$ cat config.mk
export PLATFORM = sky130hd
export DESIGN_NAME = sbb_ram
export DESIGN_NICKNAME = d
export VERILOG_FILES = /design/src/sv/sbb_pkg.sv /design/src/sv/sbb_ram.sv
export SDC_FILE = /design/constraint.sdc
export NUM_CORES = 2
export LEC_CHECK = 0
export ABC_AREA = 1
export BUFFER_PORTS_ARGS = -buffer_cell sky130_fd_sc_hd__clkbuf_2
export CORE_MARGIN = 2
export CORE_UTILIZATION = 35
export CTS_BUF_LIST = sky130_fd_sc_hd__clkbuf_8
export CTS_CLUSTER_SIZE = 28
export DETAILED_ROUTE_END_ITERATION = 10
export GPL_TIMING_DRIVEN = 0
export PLACE_DENSITY = 0.51
export SYNTH_ARGS = -nofsm -noshare
export SYNTH_HDL_FRONTEND = slang
export SYNTH_SLANG_ARGS = --single-unit
$ cat constraint.sdc
create_clock -name clk -period 3.3 [get_ports clk]
set_input_delay 0 -clock clk [delete_from_list [all_inputs] [get_ports clk]]
set_output_delay 0 -clock clk [all_outputs]
set_load 0.03 [all_outputs]
$ cat src/sv/sbb_pkg.sv
// shared types, codes and defaults for the spi slave byte buffer
`default_nettype none
package sbb_pkg;

  localparam int RX_DEPTH_DEF = 256;
  localparam int TX_DEPTH_DEF = 256;

  typedef enum logic [1:0] {
    CMD_RX       = 2'd0,
    CMD_TX_READY = 2'd1,
    CMD_POP      = 2'd2,
    CMD_LOAD     = 2'd3
  } cmd_t;

  typedef enum logic [1:0] {
    STATUS_OK       = 2'd0,
    STATUS_BUSY     = 2'd1,
    STATUS_OVERFLOW = 2'd2
  } status_t;

  // result fields known at request time; the stored bytes come from the rams
  typedef struct packed {
    logic       tx_valid;
    logic       tx_bypass;
    logic [7:0] tx_bypass_byte;
    logic       pop_valid;
    logic       bytes_ready;
    logic       ready_pin;
    status_t    status;
  } sbb_meta_t;

  function automatic int addr_w(input int depth);
    return (depth > 1) ? $clog2(depth) : 1;
  endfunction

endpackage
`default_nettype wire

$ cat src/sv/sbb_ram.sv
// generic single write port ram with registered read
`default_nettype none
module sbb_ram import sbb_pkg::*; #(
  parameter int WIDTH = 8,
  parameter int DEPTH = 256,
  localparam int AW = addr_w(DEPTH)
) (
  input  logic             clk,
  input  logic             we,
  input  logic [AW-1:0]    waddr,
  input  logic [WIDTH-1:0] wdata,
  input  logic             re,
  input  logic [AW-1:0]    raddr,
  output logic [WIDTH-1:0] rdata
);

  logic [WIDTH-1:0] mem [DEPTH];

  always_ff @(posedge clk) begin
    if (we) begin
      mem[waddr] <= wdata;
    end
    if (re) begin
      rdata <= mem[raddr];
    end
  end

endmodule
`default_nettype wire

==> results.sh <==
export IMPL_arrival_ns=4.02
export IMPL_first_pass_iters=9
export IMPL_drc=0
export IMPL_path_class="in -> reg"
export IMPL_synth_cell_types=13
export IMPL_initial_core_util_pct=35.1
export IMPL_portBuffers=27
export IMPL_report_final_hold_viol_count=0
export IMPL_crit_reg2reg_launch="mem[67][2]"
export IMPL_fin_util_pct=40.0
export IMPL_synthArstFlopShare_pct=0
export IMPL_grt_max_degree=136
export IMPL_cts_setup_buffers=0
export IMPL_fin_cells=10900
export IMPL_synth_top_family_by_area="simple AND/OR/NAND/NOR gates"
export IMPL_die_area_um2=242000
export IMPL_worst_ep_required_time_ns=3.97
export IMPL_final_nets=7492
export IMPL_netlist_area_leader_share_pct=74.0
export IMPL_nFillCells=22800
export IMPL_ys_seq_area_share_pct=74.0
export IMPL_maxSlewViolCount=88
export IMPL_grt_overflow=0
export IMPL_fmax_mhz=298
export IMPL_ys_warn_count=0
export IMPL_ant_nets=0
export IMPL_fin_crit_ns=3.36
export IMPL_min_delay_start="wdata[0]"
export IMPL_htreeDepth=5
export IMPL_chipHeight_um=492
export IMPL_fin_crit_sh_pct=102
export IMPL_cts_hold_buf=31
export IMPL_total_power_mw=55.2
export IMPL_yosys_area_share_simple_pct=22.9
export IMPL_wl_per_cell_um=34.4
export IMPL_synth_fa_ha_area_share_pct=0
export IMPL_status="finished, violations left"
export IMPL_whs_path_depth=2
export IMPL_root_buffer="clkbuf_8"
export IMPL_p_per_area_nw_per_um2=581
export IMPL_synthXorXnorAreaFrac_pct=0
export IMPL_drive_gt1_share_pct=11.1
export IMPL_path_max_fanout=10
export IMPL_hold_path_end="mem[125][0]"
export IMPL_muxShareOfSynthArea_pct=0
export IMPL_ir_drop_uv=533
export IMPL_skew_ns=0.0818
export IMPL_clk_latency_ns=1.11
export IMPL_grt_pass1_wl_um=497000
export IMPL_ioPinCount=35
export IMPL_dp_cells=10200
export IMPL_synth_edff_count=2056
export IMPL_slew_limit_headroom_pct=-10.0
export IMPL_reg2reg_slack_ns=0.55
export IMPL_track_usage_pct=30.2
export IMPL_yosys_top_cells_count="nand2_1, edfxtp_1, nand3_1"
export IMPL_maxCapViolations=8
export IMPL_hold_slack_ns=0.0354
export IMPL_synth_largest_area_cell="edfxtp_1"
export IMPL_synthesis_area_um2=83500
export IMPL_cp_end_kind="register"
export IMPL_vias=62800
export IMPL_drt_initial_drc_count=10400
export IMPL_tightest_slew_ns=1.65
export IMPL_hpwl_um=258000
export IMPL_p_leak_nw=33.4
export IMPL_routed_wirelength_um=376000
export IMPL_numCtsBuffers=370
export IMPL_ys_ff_latch=2056
export IMPL_violations="max-capacitance violations, max-slew violations, negative setup slack"
export IMPL_cts_tree="done"
export IMPL_synthFlopType="edfxtp_1"
export IMPL_core_area_um2=238000
export IMPL_die_w_um=492
export IMPL_synth_avg_cell_area_um2=11.9
export IMPL_clk_pin_slew_ns=0.06
export IMPL_grt_pass1_vias=57600
export IMPL_synth_area_leaders="edfxtp_1, nand3_1, nand2_1"
export IMPL_r2r_end="rdata[2]"
export IMPL_synth_compound_area_share_pct=0
export IMPL_routabilityCongestion=1.04
export IMPL_clkSinkCount=2056
export IMPL_fin_ws_ns=-0.0556
export IMPL_r2r_cells=10
export IMPL_rsz0062_at_grt="false"
export IMPL_cts_path_max_buffers=4
export IMPL_hp_class="in -> reg"
export IMPL_setup_violations=7
export IMPL_rows=179
export IMPL_netlist_instances=7003
export IMPL_cp_start_kind="input pin"
export IMPL_synthToLayoutAreaGrowth_pct=13.9
export IMPL_antenna_found_initial=26
export IMPL_syn_nets=7030
export IMPL_ctsResizeCount=0
export IMPL_viasPerCell=5.76
export IMPL_synth_most_common_cell="nand2_1"
==> layout make-up <==
cell class / count / area [um2] / share of cell area, %
flip-flops and latches: 2056 / 61700 / 64.9
multi-input cells: 4425 / 19200 / 20.2
clock buffers: 376 / 5170 / 5.44
well taps: 3167 / 3960 / 4.17
plain buffers: 483 / 2480 / 2.60
clock inverters: 253 / 1190 / 1.25
repair buffers: 90 / 1180 / 1.24
inverters: 39 / 149 / 0.157
diodes: 19 / 47.5 / 0.0500
==> metrics by stage <==
step,instance area [um2],setup TNS [ns],setup WS (ns)
after floorplan,83500,0,1.81
after global placement,87600,-4400.12,-2.50
after detailed placement,88400,-4.06,-0.634
after CTS,95100,0,0.217
after global routing,95100,0,0.123
final,95100,-0.207,-0.0556
==> placed cells by master, fill, tap and decap left out, drive strengths merged <==
cell type and instances:
buf 403, nand3 2019, clkinv 130, clkinvlp 7
nand2 2123, dlygate4sd3 31, diode 19, edfxtp 2056
inv 149, clkbuf 515, bufinv 6, nor2 283
==> worst max path at each step <==
stage | from | end | cells after the start
finish | waddr[2] | mem[228][4] | 10
global placement | wdata[3] | mem[47][3] | 1
detailed placement | raddr[3] | rdata[1] | 10
CTS | waddr[2] | mem[39][3] | 10
global route | waddr[2] | mem[39][6] | 10
floorplan | we | mem[162][0] | 4
==> sequential cells by signal, summed over array words and instances, names as in the netlist <==
name,flops
mem,2048
rdata,8
==> kinds of logic (layout without fill, tap and decap cells) <==
logic type / count (synthesis) / in the layout
flip-flops: 2056 / 2056
other: 0 / 19
buffers and inverters: 522 / 1241
AND/OR/NAND/NOR: 4425 / 4425
==> where the power goes <==
part | leakage [nW] | internal, mW | total [mW] | switching, mW
combinational | 11.3 | 0.877 | 4.52 | 3.65
sequential | 18.5 | 28.8 | 28.8 | 0.0157
clock | 3.65 | 11.0 | 21.9 | 10.9
total | 33.4 | 40.6 | 55.2 | 14.6
==> routing by layer <==
layer	part of all wire, %	vias up	global-route usage [%]
li1	-	25900	-
met1	39	31500	40.5
met2	42	4423	43.7
met3	12	942	8.52
met4	6.8	16	17.8
met5	0.031	-	0
==> worst max-delay path, stage by stage <==
cell and delay (ns):
dlygate4sd3_1 0.52, clkbuf_2 0.17, inv_1 0.05, nor2_1 0.07
dlygate4sd3_1 0.55, inv_1 0.07, nor2_1 0.21, nand2_1 0.33
clkbuf_2 0.68, nor2_1 1.35
No activity file was read; power rests on OpenSTA's default activity.
