<file path="src/sv/sbb_pkg.sv">
// shared types, codes and defaults for the spi slave byte buffer
`default_nettype none
package sbb_pkg;

  localparam int RX_DEPTH_DEF = 256;
  localparam int TX_DEPTH_DEF = 256;

  typedef enum logic [1:0] {
    CMD_RX       = 2'd0,
    CMD_TX_READY = 2'd1,
    CMD_POP      = 2'd2,
    CMD_LOAD     = 2'd3
  } cmd_t;

  typedef enum logic [1:0] {
    STATUS_OK       = 2'd0,
    STATUS_BUSY     = 2'd1,
    STATUS_OVERFLOW = 2'd2
  } status_t;

  // result fields known at request time; the stored bytes come from the rams
  typedef struct packed {
    logic       tx_valid;
    logic       tx_bypass;
    logic [7:0] tx_bypass_byte;
    logic       pop_valid;
    logic       bytes_ready;
    logic       ready_pin;
    status_t    status;
  } sbb_meta_t;

  function automatic int addr_w(input int depth);
    return (depth > 1) ? $clog2(depth) : 1;
  endfunction

endpackage
`default_nettype wire

</file>
<file path="src/sv/sbb_req_if.sv">
// request channel: command and byte fields
`default_nettype none
interface sbb_req_if import sbb_pkg::*; ();
  logic       valid;
  logic       ready;
  cmd_t       cmd;
  logic [7:0] rx_data;
  logic [7:0] tx_data;
  logic       tx_last;

  modport source (output valid, cmd, rx_data, tx_data, tx_last, input ready);
  modport sink (input valid, cmd, rx_data, tx_data, tx_last, output ready);
endinterface
`default_nettype wire

</file>
<file path="src/sv/sbb_ctrl.sv">
// pointer and transmit state control, ram addressing and result staging
`default_nettype none
module sbb_ctrl import sbb_pkg::*; #(
  parameter int RX_DEPTH = RX_DEPTH_DEF,
  parameter int TX_DEPTH = TX_DEPTH_DEF,
  localparam int RAW = addr_w(RX_DEPTH),
  localparam int TAW = addr_w(TX_DEPTH),
  localparam int LW = $clog2(TX_DEPTH + 1)
) (
  input  logic           clk,
  input  logic           rst,
  sbb_req_if.sink        req,
  input  logic           res_ready,
  output logic           res_valid,
  output sbb_meta_t      meta,
  output logic           rx_we,
  output logic [RAW-1:0] rx_waddr,
  output logic [7:0]     rx_wdata,
  output logic           rx_re,
  output logic [RAW-1:0] rx_raddr,
  output logic           tx_we,
  output logic [TAW-1:0] tx_waddr,
  output logic [7:0]     tx_wdata,
  output logic           tx_re,
  output logic [TAW-1:0] tx_raddr
);

  logic           accept;
  logic [RAW-1:0] rx_write_pos, rx_write_pos_next;
  logic [RAW-1:0] rx_read_pos, rx_read_pos_next;
  logic [LW-1:0]  tx_length, tx_length_next;
  logic [LW-1:0]  tx_next_pos, tx_next_pos_next;
  logic [LW-1:0]  load_count, load_count_next;
  logic           tx_active, tx_active_next;
  logic           ready_level, ready_level_next;
  sbb_meta_t      meta_next;

  function automatic logic [RAW-1:0] rx_advance(input logic [RAW-1:0] pos);
    return (pos == RAW'(RX_DEPTH - 1)) ? '0 : RAW'(pos + 1'b1);
  endfunction

  assign req.ready = !res_valid || res_ready;
  assign accept    = req.valid && req.ready;
  assign rx_re     = accept;
  assign tx_re     = accept;
  assign rx_wdata  = req.rx_data;
  assign tx_wdata  = req.tx_data;

  always_comb begin
    rx_write_pos_next = rx_write_pos;
    rx_read_pos_next  = rx_read_pos;
    tx_length_next    = tx_length;
    tx_next_pos_next  = tx_next_pos;
    load_count_next   = load_count;
    tx_active_next    = tx_active;
    ready_level_next  = ready_level;
    rx_we             = 1'b0;
    rx_waddr          = rx_write_pos;
    rx_raddr          = rx_read_pos;
    tx_we             = 1'b0;
    tx_waddr          = load_count[TAW-1:0];
    tx_raddr          = tx_next_pos[TAW-1:0];
    meta_next         = '0;
    meta_next.status  = STATUS_OK;
    meta_next.tx_bypass_byte = req.tx_data;

    unique case (req.cmd)
      CMD_RX: begin
        if (!tx_active) begin
          rx_we             = accept;
          rx_write_pos_next = rx_advance(rx_write_pos);
        end
      end
      CMD_TX_READY: begin
        if (tx_active && tx_next_pos < tx_length) begin
          meta_next.tx_valid = 1'b1;
          tx_next_pos_next   = LW'(tx_next_pos + 1'b1);
        end else begin
          tx_active_next   = 1'b0;
          ready_level_next = 1'b1;
        end
      end
      CMD_POP: begin
        if (rx_write_pos != rx_read_pos) begin
          meta_next.pop_valid = 1'b1;
          rx_read_pos_next    = rx_advance(rx_read_pos);
        end
      end
      CMD_LOAD: begin
        tx_raddr = '0;
        if (tx_active) begin
          meta_next.status = STATUS_BUSY;
        end else if (load_count == LW'(TX_DEPTH)) begin
          meta_next.status = STATUS_OVERFLOW;
          load_count_next  = '0;
        end else begin
          tx_we           = accept;
          load_count_next = LW'(load_count + 1'b1);
          if (req.tx_last) begin
            tx_length_next      = LW'(load_count + 1'b1);
            load_count_next     = '0;
            tx_active_next      = 1'b1;
            ready_level_next    = 1'b0;
            tx_next_pos_next    = LW'(1);
            meta_next.tx_valid  = 1'b1;
            // first byte is the one being written now
            meta_next.tx_bypass = (load_count == '0);
          end
        end
      end
    endcase

    meta_next.bytes_ready = (rx_write_pos_next != rx_read_pos_next);
    meta_next.ready_pin   = ready_level_next;
  end

  always_ff @(posedge clk) begin
    if (rst) begin
      rx_write_pos <= '0;
      rx_read_pos  <= '0;
      tx_length    <= '0;
      tx_next_pos  <= '0;
      load_count   <= '0;
      tx_active    <= 1'b0;
      ready_level  <= 1'b1;
      res_valid    <= 1'b0;
    end else begin
      if (accept) begin
        rx_write_pos <= rx_write_pos_next;
        rx_read_pos  <= rx_read_pos_next;
        tx_length    <= tx_length_next;
        tx_next_pos  <= tx_next_pos_next;
        load_count   <= load_count_next;
        tx_active    <= tx_active_next;
        ready_level  <= ready_level_next;
        res_valid    <= 1'b1;
      end else if (res_ready) begin
        res_valid <= 1'b0;
      end
    end
  end

  always_ff @(posedge clk) begin
    if (accept) begin
      meta <= meta_next;
    end
  end

endmodule
`default_nettype wire

</file>
<file path="src/flat_wrapper.sv">
// flat-port wrapper written by rule: the top's interface ports become plain ports
module sbb_ctrl_flat import sbb_pkg::*;
#(
  parameter int RX_DEPTH = RX_DEPTH_DEF,
  parameter int TX_DEPTH = TX_DEPTH_DEF,
  localparam int RAW = addr_w(RX_DEPTH),
  localparam int TAW = addr_w(TX_DEPTH),
  localparam int LW = $clog2(TX_DEPTH + 1)
)
  (clk, rst, res_ready, res_valid, meta, rx_we, rx_waddr, rx_wdata, rx_re, rx_raddr, tx_we, tx_waddr, tx_wdata, tx_re, tx_raddr, req_valid, req_cmd, req_rx_data, req_tx_data, req_tx_last, req_ready);
  sbb_req_if req_i ();
  input  logic clk;
  input  logic rst;
  input  logic res_ready;
  output logic res_valid;
  output sbb_meta_t meta;
  output logic rx_we;
  output logic [RAW-1:0] rx_waddr;
  output logic [7:0] rx_wdata;
  output logic rx_re;
  output logic [RAW-1:0] rx_raddr;
  output logic tx_we;
  output logic [TAW-1:0] tx_waddr;
  output logic [7:0] tx_wdata;
  output logic tx_re;
  output logic [TAW-1:0] tx_raddr;
  input wire logic [$bits(req_i.valid)-1:0] req_valid;
  input wire logic [$bits(req_i.cmd)-1:0] req_cmd;
  input wire logic [$bits(req_i.rx_data)-1:0] req_rx_data;
  input wire logic [$bits(req_i.tx_data)-1:0] req_tx_data;
  input wire logic [$bits(req_i.tx_last)-1:0] req_tx_last;
  output wire logic [$bits(req_i.ready)-1:0] req_ready;
  assign req_i.valid = req_valid;
  assign req_i.cmd = req_cmd;
  assign req_i.rx_data = req_rx_data;
  assign req_i.tx_data = req_tx_data;
  assign req_i.tx_last = req_tx_last;
  assign req_ready = req_i.ready;
  sbb_ctrl #(.RX_DEPTH(RX_DEPTH), .TX_DEPTH(TX_DEPTH)) u_core (.clk(clk), .rst(rst), .req(req_i), .res_ready(res_ready), .res_valid(res_valid), .meta(meta), .rx_we(rx_we), .rx_waddr(rx_waddr), .rx_wdata(rx_wdata), .rx_re(rx_re), .rx_raddr(rx_raddr), .tx_we(tx_we), .tx_waddr(tx_waddr), .tx_wdata(tx_wdata), .tx_re(tx_re), .tx_raddr(tx_raddr));
endmodule
</file>
<file path="config.mk">
export PLATFORM = sky130hd
export DESIGN_NAME = sbb_ctrl_flat
export DESIGN_NICKNAME = d
export VERILOG_FILES = /design/src/sv/sbb_pkg.sv /design/src/sv/sbb_req_if.sv /design/src/sv/sbb_ctrl.sv /design/src/flat_wrapper.sv
export SDC_FILE = /design/constraint.sdc
export NUM_CORES = 1
export LEC_CHECK = 0
export BUFFER_PORTS_ARGS = -buffer_cell sky130_fd_sc_hd__buf_2
export CAP_MARGIN = 20
export CORE_UTILIZATION = 54
export CTS_CLUSTER_SIZE = 30
export DETAILED_ROUTE_END_ITERATION = 10
export PLACE_DENSITY = 0.84
export SLEW_MARGIN = 20
export SYNTH_ARGS = -nofsm -noshare
export SYNTH_HDL_FRONTEND = slang
export SYNTH_SLANG_ARGS = --single-unit
</file>
<file path="constraint.sdc">
create_clock -name clk -period 2.6 [get_ports clk]
set_input_delay 0.13 -clock clk [delete_from_list [all_inputs] [get_ports clk]]
set_output_delay 0.13 -clock clk [all_outputs]
set_load 0.02 [all_outputs]
</file>
==> impl_metrics.ini <==
[status]
status = complete, but fails checks
violations = design-rule violations

[layout]
final_common_cell = buf_2
fillers = 528
utilization_pct = 65.7
num_antenna_cells = 0
drive_gt1_share_pct = 24.7
area_growth_pct = 15.6
fin_area_sq_um = 4220
nNetsFinal = 529
multi_input_area_sq_um = 1930
seqCellArea_sq_um = 1370
layout_common_cells = 75 x buf_2, 49 x nor2_1, 45 x dfxtp_1

[sta]
max_clock_freq_mhz = 407
setup-tns-final_ns = 0
final-setup-viol-count = 0
max_slew_margin_pct = 48.9
worst_pin_slew_ns = 0.766
rsz0062_at_grt = false
hold_viol = 0
fin_crit_ns = 2.46
fin_crit_sh_pct = 94.6
drv_slew = 0
skew_ns = 0.00774

[yosys]
synth_edf_count = 15
syn_inst = 430
synth_cell_types = 62
ys.flop_type = dfxtp_1
async_reset_ff_share_pct = 0
syn-num-nets = 466
synth_warnings = 0
yosysSeqAreaShare_pct = 37.6
syn_avg_cell_area_sq_um = 8.48
synth-seq-cells = 61
synthesis.area_sq_um = 3650

[clock_tree]
clkLatencyLatePin_ns = 0.33
cts.sinks = 61
cts_root_buf = clkbuf_8
clk_path_buf_depth = 2
clk_pin_slew_ns = 0.07
cts_buffers = 9
cts_tree = done
htreeDepth = 3

[route]
vias = 3321
wl_met3_um = 719
highest_layer = met4
via_per_inst = 5.78
drt_wl_total_mm = 8.56
first_pass_iters = 8
dr.first_iter.drc_count = 265
ant_nets = 0
drt-wirelength-per-cell_um = 14.9
wl_met1_mm = 3.90
drc_errors = 12
wl_met2_mm = 3.77

[global_routing]
grt_pass1_wl_mm = 14.0
first_global_vias = 2974
track_usage_pct = 24.3
grt_max_degree = 41
grt_overflow_total = 0
antenna_found_initial = 0

[critical_path]
slowest_stage = or4_1
start_kind = flop
required_ns = 2.86
end_kind = flop
critical-path-max-stage-delay_ns = 0.51
worst_path_most_repeated_cell = a21oi_1
crit_chain = ha_1 -> a21oi_1 -> o22ai_1 -> o21ai_0 -> o311ai_1 -> o21a_2 -> or4_1 -> a21oi_1
cp.arrival_ns = 2.72
path_class = flop to flop
critPathMaxFanout = 15

[power]
p_leak_nw = 1.76
p_clk_share_pct = 38.4
power.switching_uw = 524
power.share.combinational_pct = 10.9
switching_share_pct = 26.3
p_int_mw = 1.47
pwr_density_cell_nw_per_um2 = 472
ir_worst_vdd_v = 0.000257
seq_power_share_pct = 50.7

[floorplan]
die_w_um = 84.2
initial_core_util_pct = 56.8
dieHeight_um = 84.2
rows = 29
io_pins = 92
core_area_sq_um = 6420
dieArea_sq_um = 7090

[placed_design]
portBuffers = 75
gp_congestion = 0.885
placed_area_sq_um = 3960
dpl.hpwl_mm = 6.10

[worst_hold_path]
hp-class = input port to flop

[run]
maxCapViolCount = 0
cell type report:
cell class                      count  area share (%)
Clock inverter                      4           0.534
Tap cell                           77            2.28
Timing Repair Buffer               98            13.5
Sequential cell                    61            32.6
Multi-Input combinational cell    303            45.7
Clock buffer                       12            3.68
Inverter                           20            1.78
power by group through the flow:
stage	clock (mW)	sequential, mW	combinational (mW)
3_3_place_gp	0	1.03	0.199
6_report	0.765	1.01	0.216
4_1_cts	0.772	1.01	0.215
5_1_grt	0.813	1.01	0.234
2_1_floorplan	0	1.05	0.141
3_5_place_dp	0	1.03	0.204
state kept, by name, indices dropped and copies added, names as in the netlist:
| register | flops |
|---|---|
| u_core.meta | 15 |
| u_core.load_count | 9 |
| u_core.tx_length | 9 |
| u_core.tx_next_pos | 9 |
| u_core.rx_raddr | 8 |
| u_core.rx_waddr | 8 |
| u_core.ready_level | 1 |
| u_core.res_valid | 1 |
| u_core.tx_active | 1 |
logic make-up (layout without fill, tap and decap cells):
group	Yosys count	in the layout	share of synthesized area, %
and+or+nand+nor	169	169	24.1
AOI/OAI and AO/OA	87	87	15.1
buffers and inverters	66	134	9.64
DFF	61	61	37.6
xor gates and xnor gates	28	28	7.51
adders and majority gates	13	13	4.46
muxes	6	6	1.65
critical path, delay by kind of cell, from the launching register on:
kind | cells | cell delay [ns]
AO/OA/AOI/OAI | 6 | 1.20
AND/OR/NAND/NOR | 1 | 0.51
flip-flops | 1 | 0.34
adder cells (fa/ha/maj) | 1 | 0.32
synth_stat cells, types with 6 or more instances:
master | n | share of area [%]
buf_2 | 8 | 1.1
nand2_1 | 30 | 3.1
mux2i_1 | 6 | 1.6
or3_1 | 6 | 1.0
xor2_1 | 12 | 2.9
xnor2_1 | 13 | 3.1
nor2_1 | 49 | 5.0
edfxtp_1 | 15 | 12
a21oi_1 | 30 | 4.1
inv_1 | 18 | 1.9
ha_1 | 13 | 4.5
nand3_1 | 23 | 3.2
clkbuf_1 | 12 | 1.2
nand4_1 | 11 | 1.9
o21ai_0 | 18 | 2.5
a211oi_1 | 8 | 1.6
and2_1 | 12 | 2.1
dfxtp_1 | 46 | 25
buf_4 | 25 | 5.1
what timing repair did:
item,4_1_cts,5_1_grt
resized for setup,0,2
setup endpoints to repair,0,2
setup buffers,0,0
hold endpoints to repair,8,0
hold buffers,8,0
layer usage:
layer / track usage (%) / up-vias
met5: 0 / -
met2: 36.7 / 150
li1: - / 1627
met3: 4.52 / 20
met4: 9.87 / 0
met1: 34.2 / 1524
stage by stage:
step	total power, mW	hold WS [ns]	setup WS (ns)	instances
finish	1.99	0.0407	0.141	575
detailed placement	1.24	0.260	0.101	551
global placement	1.23	0.260	0.278	551
global route	2.06	0.0599	0.0662	575
floorplan	1.19	0.229	0.148	430
CTS	2.00	0.0362	0.0470	575
path summary, 6_finish.rpt:
| kind | start | end | slack [ns] | depth (start not counted) |
|---|---|---|---|---|
| max | u_core.tx_next_pos[6] | u_core.tx_next_pos[7] | 0.14 | 8 |
| min | req_valid | u_core.res_valid | 0.04 | 3 |
| max reg2reg | u_core.tx_next_pos[6] | u_core.tx_next_pos[7] | 0.14 | 8 |
| min reg2reg | u_core.tx_length[1] | u_core.tx_length[1] | 0.47 | 2 |
Power figures use the tool's default switching activity.
